<file path="config.mk">
export PLATFORM = sky130hd
export DESIGN_NAME = swrs_div
export DESIGN_NICKNAME = d
export VERILOG_FILES = /design/src/hdl/swrs_pkg.sv /design/src/hdl/swrs_div.sv
export SDC_FILE = /design/constraint.sdc
export NUM_CORES = 1
export LEC_CHECK = 0
export BUFFER_PORTS_ARGS = -buffer_cell sky130_fd_sc_hd__buf_2
export CAP_MARGIN = 20
export CORE_ASPECT_RATIO = 2
export CORE_MARGIN = 1
export CORE_UTILIZATION = 25
export CTS_CLUSTER_SIZE = 14
export DETAILED_ROUTE_END_ITERATION = 6
export SYNTH_ARGS = -nofsm -noshare
export SYNTH_HDL_FRONTEND = slang
export SYNTH_SLANG_ARGS = --single-unit
</file>
<file path="constraint.sdc">
create_clock -name clk -period 4.33 [get_ports clk]
set_input_delay 0.433 -clock clk [delete_from_list [all_inputs] [get_ports clk]]
set_output_delay 0.433 -clock clk [all_outputs]
set_load 0.005 [all_outputs]
</file>
<file path="src/hdl/swrs_pkg.sv">
package swrs_pkg;

	localparam int COORD_W = 24;
	localparam int SLOPE_W = 48;
	localparam int CFG_W = 6;
	localparam int WINDOW_RESET = 5;

	localparam logic [SLOPE_W-1:0] SLOPE_POS_LIMIT = {1'b0, {(SLOPE_W-1){1'b1}}};
	localparam logic [SLOPE_W-1:0] SLOPE_NEG_LIMIT = {1'b1, {(SLOPE_W-1){1'b0}}};

	typedef logic signed [COORD_W-1:0] coord_t;
	typedef logic signed [SLOPE_W-1:0] slope_t;

	// divider request and response
	typedef struct packed {
		logic start;
		logic neg;
	} div_req_t;

	typedef struct packed {
		logic done;
		logic saturated;
	} div_rsp_t;

endpackage

</file>
<file path="src/hdl/swrs_div.sv">
module swrs_div #(
	parameter int P_W = 60,
	parameter int FRAC_BITS = 16
) (
	input logic clk,
	input logic arst_n,
	input swrs_pkg::div_req_t req,
	input logic [P_W-1:0] mag,
	input logic [P_W-1:0] den,
	output swrs_pkg::div_rsp_t rsp,
	output logic [swrs_pkg::SLOPE_W-1:0] slope
);
	import swrs_pkg::*;

	localparam int N_W = P_W + FRAC_BITS;
	localparam int CW = $clog2(SLOPE_W + 1);

	logic busy_q;
	logic done_q;
	logic [CW-1:0] cnt_q;
	logic [P_W-1:0] rem_q;
	logic [P_W-1:0] den_q;
	logic [SLOPE_W-1:0] num_lo_q;
	logic [SLOPE_W-1:0] quo_q;
	logic big_q;
	logic neg_q;

	logic [N_W-1:0] num_full;
	logic [P_W-1:0] num_top;
	logic [P_W:0] trial;
	logic fits;
	logic over;
	logic [SLOPE_W-1:0] qmag;

	// numerator is the magnitude with the fraction bits appended
	assign num_full = N_W'(mag) << FRAC_BITS;
	// part above the quotient field; at or above the divisor means quotient >= 2^48
	assign num_top = P_W'(num_full >> SLOPE_W);

	assign trial = {rem_q, num_lo_q[SLOPE_W-1]};
	assign fits = (trial >= {1'b0, den_q});

	always_ff @(posedge clk or negedge arst_n) begin
		if (!arst_n) begin
			busy_q <= 1'b0;
			done_q <= 1'b0;
			cnt_q <= '0;
		end else begin
			done_q <= 1'b0;
			if (req.start) begin
				busy_q <= 1'b1;
				cnt_q <= CW'(SLOPE_W);
			end else if (busy_q) begin
				cnt_q <= cnt_q - CW'(1);
				if (cnt_q == CW'(1)) begin
					busy_q <= 1'b0;
					done_q <= 1'b1;
				end
			end
		end
	end

	always_ff @(posedge clk) begin
		if (req.start) begin
			rem_q <= num_top;
			den_q <= den;
			num_lo_q <= num_full[SLOPE_W-1:0];
			quo_q <= '0;
			big_q <= (num_top >= den);
			neg_q <= req.neg;
		end else if (busy_q) begin
			rem_q <= fits ? P_W'(trial - {1'b0, den_q}) : P_W'(trial);
			num_lo_q <= num_lo_q << 1;
			quo_q <= {quo_q[SLOPE_W-2:0], fits};
		end
	end

	// clamp to the signed 48-bit range
	always_comb begin
		if (neg_q) begin
			over = big_q | (quo_q[SLOPE_W-1] & (|quo_q[SLOPE_W-2:0]));
			qmag = over ? SLOPE_NEG_LIMIT : quo_q;
			slope = SLOPE_W'(0) - qmag;
		end else begin
			over = big_q | quo_q[SLOPE_W-1];
			qmag = quo_q;
			slope = over ? SLOPE_POS_LIMIT : qmag;
		end
	end

	assign rsp.done = done_q;
	assign rsp.saturated = over;

endmodule

</file>
==> results of run 1 <==
==> synthesized netlist by cell type (8+ instances only) <==
library cell,number
o21bai_1,14
buf_2,9
xnor2_1,38
clkbuf_1,82
dfxtp_1,80
xor2_1,18
o21a_1,14
or3_1,11
ha_1,91
nor2_1,164
inv_1,125
nand2_1,149
a31oi_1,10
a211oi_1,29
o211ai_1,15
mux2i_1,52
o311ai_0,19
a2bb2oi_1,8
mux2_2,51
nor4_1,24
nand4_1,24
or4_1,10
nand3_1,32
nor3_1,40
a21o_1,28
and3_1,12
a21oi_1,158
buf_1,9
dfrtp_1,8
edfxtp_1,122
o21ai_0,117
==> state kept, by name (all words and copies together), names as in the netlist <==
name      cells
done_q        1
neg_q         1
quo_q        48
num_lo_q     32
big_q         1
den_q        60
busy_q        1
rem_q        60
cnt_q         6
==> layer usage <==
metal	vias up	global-route usage (%)
met3	107	2.32
li1	6414	-
met4	6	7.82
met2	356	32.0
met1	6212	15.7
met5	-	0
==> cell families after synthesis <==
kind of cell	after synthesis	share of synthesized area, %
XOR/XNOR	56	3.37
AO/OA/AOI/OAI	483	21.1
buffers and inverters	229	6.15
multiplexers	103	7.53
AND/OR/NAND/NOR	507	16.3
flip-flops	210	37.6
adder cells (fa/ha/maj)	92	7.97
==> report_power, final <==
part | total [mW] | switching, mW | internal, mW
Clock | 1.92 | 0.850 | 1.07
Sequential | 2.30 | 0.0563 | 2.25
Combinational | 1.16 | 0.693 | 0.472
==> stage by stage <==
stage	worst slack, ns	instances	hold WS (ns)	util, %	instance area (sq um)
6_report	0.159	2594	0.0794	29.9	17100
2_1_floorplan	0.320	1680	0.137	-	14500
3_5_place_dp	0.230	2543	0.282	28.4	16300
4_1_cts	0.0198	2589	0.0402	29.7	17000
5_1_grt	0.00489	2592	0.0520	29.9	17100
3_3_place_gp	0.267	2543	0.281	28.4	16300
==> worst paths after layout <==
| check | start | to | cells past startpoint |
|---|---|---|---|
| max | quo_q[27] | slope[42] | 13 |
| min | den[3] | den_q[3] | 1 |
| max reg2reg | rem_q[14] | rem_q[44] | 11 |
| min reg2reg | quo_q[0] | quo_q[0] | 2 |
| max in group asynchronous | arst_n | busy_q | 2 |
| min in group asynchronous | arst_n | cnt_q[3] | 2 |
==> timing repair <==
item,4_1_cts,5_1_grt
pin swaps,1,1
hold buffers,1,0
gates resized for setup,11,16
setup buffers,2,2
endpoints found under the hold margin,8,0
setup endpoints to repair,30,15
==> layout make-up <==
class | instances | area (sq um) | share of cell area [%]
inverters | 125 | 469 | 2.74
repair buffers | 216 | 1250 | 7.33
clock inverters | 9 | 38.8 | 0.227
multi-input cells | 1241 | 8260 | 48.3
flip-flops and latches | 210 | 5470 | 32.0
diodes | 3 | 7.51 | 0.0439
clock buffers | 34 | 669 | 3.91
well taps | 756 | 946 | 5.53
==> out/metrics.yaml, run 1 <==
rrSetupSlack_ns: 0.45
synth_top_area_share_pct: 25.2
worstPathMaxFanout: 9
finalCritPeriodShare_pct: 96.3
ys_top_cells_by_area: "edfxtp_1 (25%), dfxtp_1 (11%), ha_1 (7.8%)"
synth_edf_count: 122
first_global_vias: 13100
synthFlopType: "edfxtp_1"
critPathArrivalTime_ns: 3.74
ys_seq_area_share_pct: 37.6
avgRoutedWirePerCell_um: 18.5
syn-num-nets: 1896
dr.pass1.iters: 5
finalPower_mw: 5.39
most-common-layout-cells: "buf_2 (172), nor2_1 (162), a21oi_1 (158)"
synth_cell_types: 77
setup_violations: 0
period_minus_slack_ns: 4.17
wl_met3_mm: 2.17
grt_overflow: 0
coreArea_sq_um: 57200
async_flop_share_pct: 3.81
fmax_ghz: 0.240
crit_chain: "or4_4 > or3_4 > nor3_4 > a41o_1 > nand2_1 > ha_2 > o211ai_2 > a21oi_4 > o21ai_2 > or2_2 > a31oi_1 > o22a_2 > buf_2"
routed_wl_mm: 47.9
grt_pass1_wl_mm: 73.4
finClkSkew_ns: 0.0112
detail-route-antenna-nets: 0
path_class: "flip-flop to output port"
yosys_warnings: 0
slowest_stage: "or4_4"
crit_family: "simple AND/OR/NAND/NOR gates"
layout-drive-gt1-share_pct: 18.1
grtUsageTotal_pct: 16.1
die-area_sq_um: 59200
cp.required_ns: 3.90
syn_to_final_growth_pct: 17.8
ctsHtreeMaxLevel: 1
cap_violations: 0
power.density_nw_per_um2: 315
clk_latency_ns: 0.55
start_util_pct: 25.4
max_stage_delay_ns: 0.58
min_path_type: "input port to flip-flop"
outcome: "finished, final reports clean"
gp_congestion: 0.959
root_buffer: "clkbuf_16"
synth-seq-cells: 210
fp-row-count: 124
setup_tns_ns: 0
grt_max_degree: 127
num-fill-cells: 6098
max-slew-margin-rel_pct: 37.1
maxSlewViolCount: 0
wl_met1_mm: 17.0
fp.dieH_um: 343
worst_pin_slew_ns: 0.935
leakage_nw: 7.70
worstSetupStartpointType: "flip-flop"
wl_met2_mm: 26.5
synth_area_sq_um: 14500
cts_sinks: 210
critPathBufInv: 1
synth_cells: 1680
portBuffers: 173
clockBufferDepth: 3
end_kind: "output port"
clkTransAtPathRegs_ns: 0.06
num_io_pins: 174
hold_viol: 0
routed.top_layer: "met5"
final_common_cell: "buf_2"
nets: 2034
cts_tree: "yes"
cts_inserted_buffers: 24
antenna_found_initial: 6
route.detailed.drc: 0
die_w_um: 172
hpwl_mm: 36.9
ir_worst_vdd_mv: 0.302
synth_area_leader_cell: "edfxtp_1"
num_vias: 13100
rsz0062_at_grt: "no"
via_per_inst: 5.05
drtIter0Drc: 719
avgSynthCellArea_sq_um: 8.65
Note: power is estimated with default switching activity, not from simulation.
==> run 2, diff against run 1 <==
- ABC_AREA: not set -> 1
==> out/metrics.yaml, run 2 <==
power.density_nw_per_um2: 364  # +16%
via_per_inst: 4.91  # -2.7%
ys_top_cells_by_area: "edfxtp_1 (23%), nand2_1 (15%), dfxtp_1 (10%)"
synth_common_cells: "nand2_1 (627), inv_1 (305), nor2_1 (255), o21ai_0 (150), nand3_1 (144)"
cp_common_cell: "nand2_1"
fin_cells: 3266  # +26%
reg.largest.list: "den_q (60), rem_q (60), quo_q (48)"
finalCritPeriodShare_pct: 89.4  # -7.0 points
routed_wl_mm: 60.9  # +27%
fp-row-count: 130  # +4.8%
ctsHtreeMaxLevel: 1  # unchanged
preCtsSetupSlack_ns: 1.04  # +0.809 ns
syn_to_final_growth_pct: 15.1
cp.required_ns: 3.90  # about the same
cts_tree: "yes"
end_kind: "output port"
dr.pass1.iters: 7  # +2
fmax_ghz: 0.258  # +7.8%
synth_edf_count: 122  # unchanged
synth_most_common_cell: "nand2_1"
hold_viol: 0  # unchanged
cts_inserted_buffers: 23  # -4.2%
cts_setup_buffers: 0  # -2
start_util_pct: 25.3  # -0.076 points
setup_violations: 0  # unchanged
first_global_vias: 16300  # +24%
slowest_stage: "nand2_4"
coreArea_sq_um: 62800  # +9.7%
synth_area_sq_um: 15900  # +9.3%
synth_cells: 2320  # +38%
p_seq_share_pct: 35.9  # -6.9 points
path_class: "flip-flop to output port"
clkTransAtPathRegs_ns: 0.07  # about the same
finClkSkew_ns: 0.0174  # +0.00625 ns
crit_chain: "nor2_1 > nand2_1 > nor2_1 > nand2_1 > nor2_1 > nand2_2 > nand2_4 > buf_4 > o21ai_0 > nand2_1 > inv_2 > nand3_1 > nand2_1 > nand3_1 > o211ai_1 > buf_2"
post-place-cells: 3222  # +27%
gp_congestion: 0.993  # +3.6%
leakage_nw: 8.66  # +13%
ys_seq_area_share_pct: 34.4  # -3.2 points
p_int_mw: 4.22  # +11%
cts_sinks: 210  # unchanged
nets: 2672  # +31%
clockBufferDepth: 3  # unchanged
portBuffers: 173  # unchanged
root_buffer: "clkbuf_16"
setup_tns_ns: 0  # unchanged
drtIter0Drc: 1026  # +43%
num_io_pins: 174  # unchanged
min_path_type: "input port to flip-flop"
ir_worst_vdd_mv: 0.235  # -22%
syn-num-nets: 2536  # +34%
holdPathStages: 1  # unchanged
maxSlewViolCount: 0  # unchanged
async_flop_share_pct: 3.81  # unchanged
max_stage_delay_ns: 0.38  # -0.20 ns
route.detailed.drc: 0  # unchanged
pwr-share-comb_pct: 32.1  # +10 points
antenna_found_initial: 11  # +5
synth_area_leader_cell: "edfxtp_1"
critPathArrivalTime_ns: 3.44  # -0.30 ns
yosys_warnings: 0  # unchanged
max-slew-margin-rel_pct: 31.5  # -5.6 points
switchingPower_mw: 2.44  # +53%
grt_max_degree: 131  # +3.1%
worstPathMaxFanout: 46  # +37
die-area_sq_um: 64600  # +9.3%
grt_pass1_wl_mm: 91.1  # +24%
period_minus_slack_ns: 3.87  # -0.301 ns
worstSetupStartpointType: "flip-flop"
rsz0062_at_grt: "no"
fp.dieH_um: 359  # +4.5%
avgRoutedWirePerCell_um: 18.6  # +0.84%
hpwl_mm: 48.6  # +32%
worst_pin_slew_ns: 1.03  # +0.0928 ns
synth-seq-cells: 210  # unchanged
r2r.worst_path.cells: 12  # +1
switching_share_pct: 36.6  # +7.0 points
most-common-layout-cells: "nand2_1 (627), inv_1 (305), nor2_1 (253)"
synth_cell_types: 59  # -23%
layout-drive-gt1-share_pct: 11.7  # -6.4 points
clk_latency_ns: 0.55  # about the same
avgSynthCellArea_sq_um: 6.85  # -21%
finalWorstSetupSlack_ns: 0.460  # +0.301 ns
num_vias: 16000  # +23%
outcome: "finished, final reports clean"
detail-route-antenna-nets: 0  # unchanged
grt_overflow: 0  # unchanged
grtUsageTotal_pct: 18.6  # +2.5 points
synthFlopType: "edfxtp_1"
post-route-util_pct: 29.1  # -0.76 points
die_w_um: 180  # +4.5%
final_common_cell: "nand2_1"
synth_top_area_share_pct: 23.1  # -2.2 points
p_clk_share_pct: 32.0  # -3.6 points
cap_violations: 0  # unchanged
[run 2: cell types whose count changed in the layout (fill, tap and decap cells not counted), sizes merged, moves of 46 or more]
| cell | previous run | this run |
|---|---|---|
| nand2 | 151 | 637 |
| o22ai | 2 | 48 |
| inv | 125 | 322 |
| o21ai | 117 | 199 |
| nand3 | 32 | 148 |
| mux2 | 51 | 0 |
| a21oi | 160 | 108 |
| nor2 | 164 | 272 |
| mux2i | 52 | 0 |
[run 2: worst paths after layout]
check                           from        end  slack (ns)
max in group asynchronous     arst_n     busy_q        3.85
setup reg to reg            rem_q[2]  rem_q[52]        1.05
min in group asynchronous     arst_n   cnt_q[4]        0.30
hold / removal                req[0]      neg_q        0.07
hold reg to reg            rem_q[55]  rem_q[55]        0.47
setup / recovery            quo_q[0]  slope[12]        0.46
[run 2: power groups by stage]
stage / logic (mW) / clock network [mW] / registers, mW
2_1_floorplan: 1.39 / 0 / 2.40
3_3_place_gp: 2.11 / 0 / 2.43
3_5_place_dp: 2.11 / 0 / 2.43
4_1_cts: 2.12 / 2.21 / 2.39
5_1_grt: 2.35 / 2.25 / 2.41
6_report: 2.13 / 2.13 / 2.39
[run 2: through the flow]
step	instance area [sq um]	power, mW	hold slack, ns
3_3_place_gp	17500	4.53	0.287
2_1_floorplan	15900	3.79	0.137
4_1_cts	18300	6.71	0.0293
3_5_place_dp	17500	4.53	0.291
5_1_grt	18300	7.01	0.0443
6_report	18300	6.66	0.0656
[run 2: cell families after synthesis]
kind of cell / share of synthesized area (%)
buf+inv: 10.1
simple gates: 30.3
fa+ha+maj: 7.29
flops: 34.4
xor+xnor: 1.65
compound gates: 16.3
[run 2: what timing repair did]
item / in CTS / in global routing
gates resized for setup: 0 / 0
hold endpoints to repair: 8 / 0
hold buffers: 1 / 0
endpoints found under the setup margin: 0 / 0
[run 2: metal layers]
layer  track usage (%)  vias to the layer above  share of wire [%]
li1                  -                     7948                  -
met1              17.0                     7413                 34
met2              36.4                      457                 53
met3              2.32                      208                3.8
met4              15.0                       18                8.5
met5                 0                        -               0.17
[run 2: critical path: cells and delay by family, from the launching register on]
family                 cells  cell delay (ns)
AND/OR/NAND/NOR           11             1.67
AO/OA/AOI/OAI              2             0.26
buffers and inverters      3             0.59
flip-flops                 1             0.33
[run 2: final cells by class]
| type | count | area (sq um) |
|---|---|---|
| Multi-Input combinational cell | 1712 | 8830 |
| Sequential cell | 210 | 5470 |
| Clock inverter | 16 | 186 |
| Clock buffer | 25 | 593 |
| Antenna cell | 2 | 5.00 |
| Inverter | 323 | 1210 |
| Fill cell | 7014 | 44500 |
| Tap cell | 792 | 991 |
| Timing Repair Buffer | 186 | 1010 |
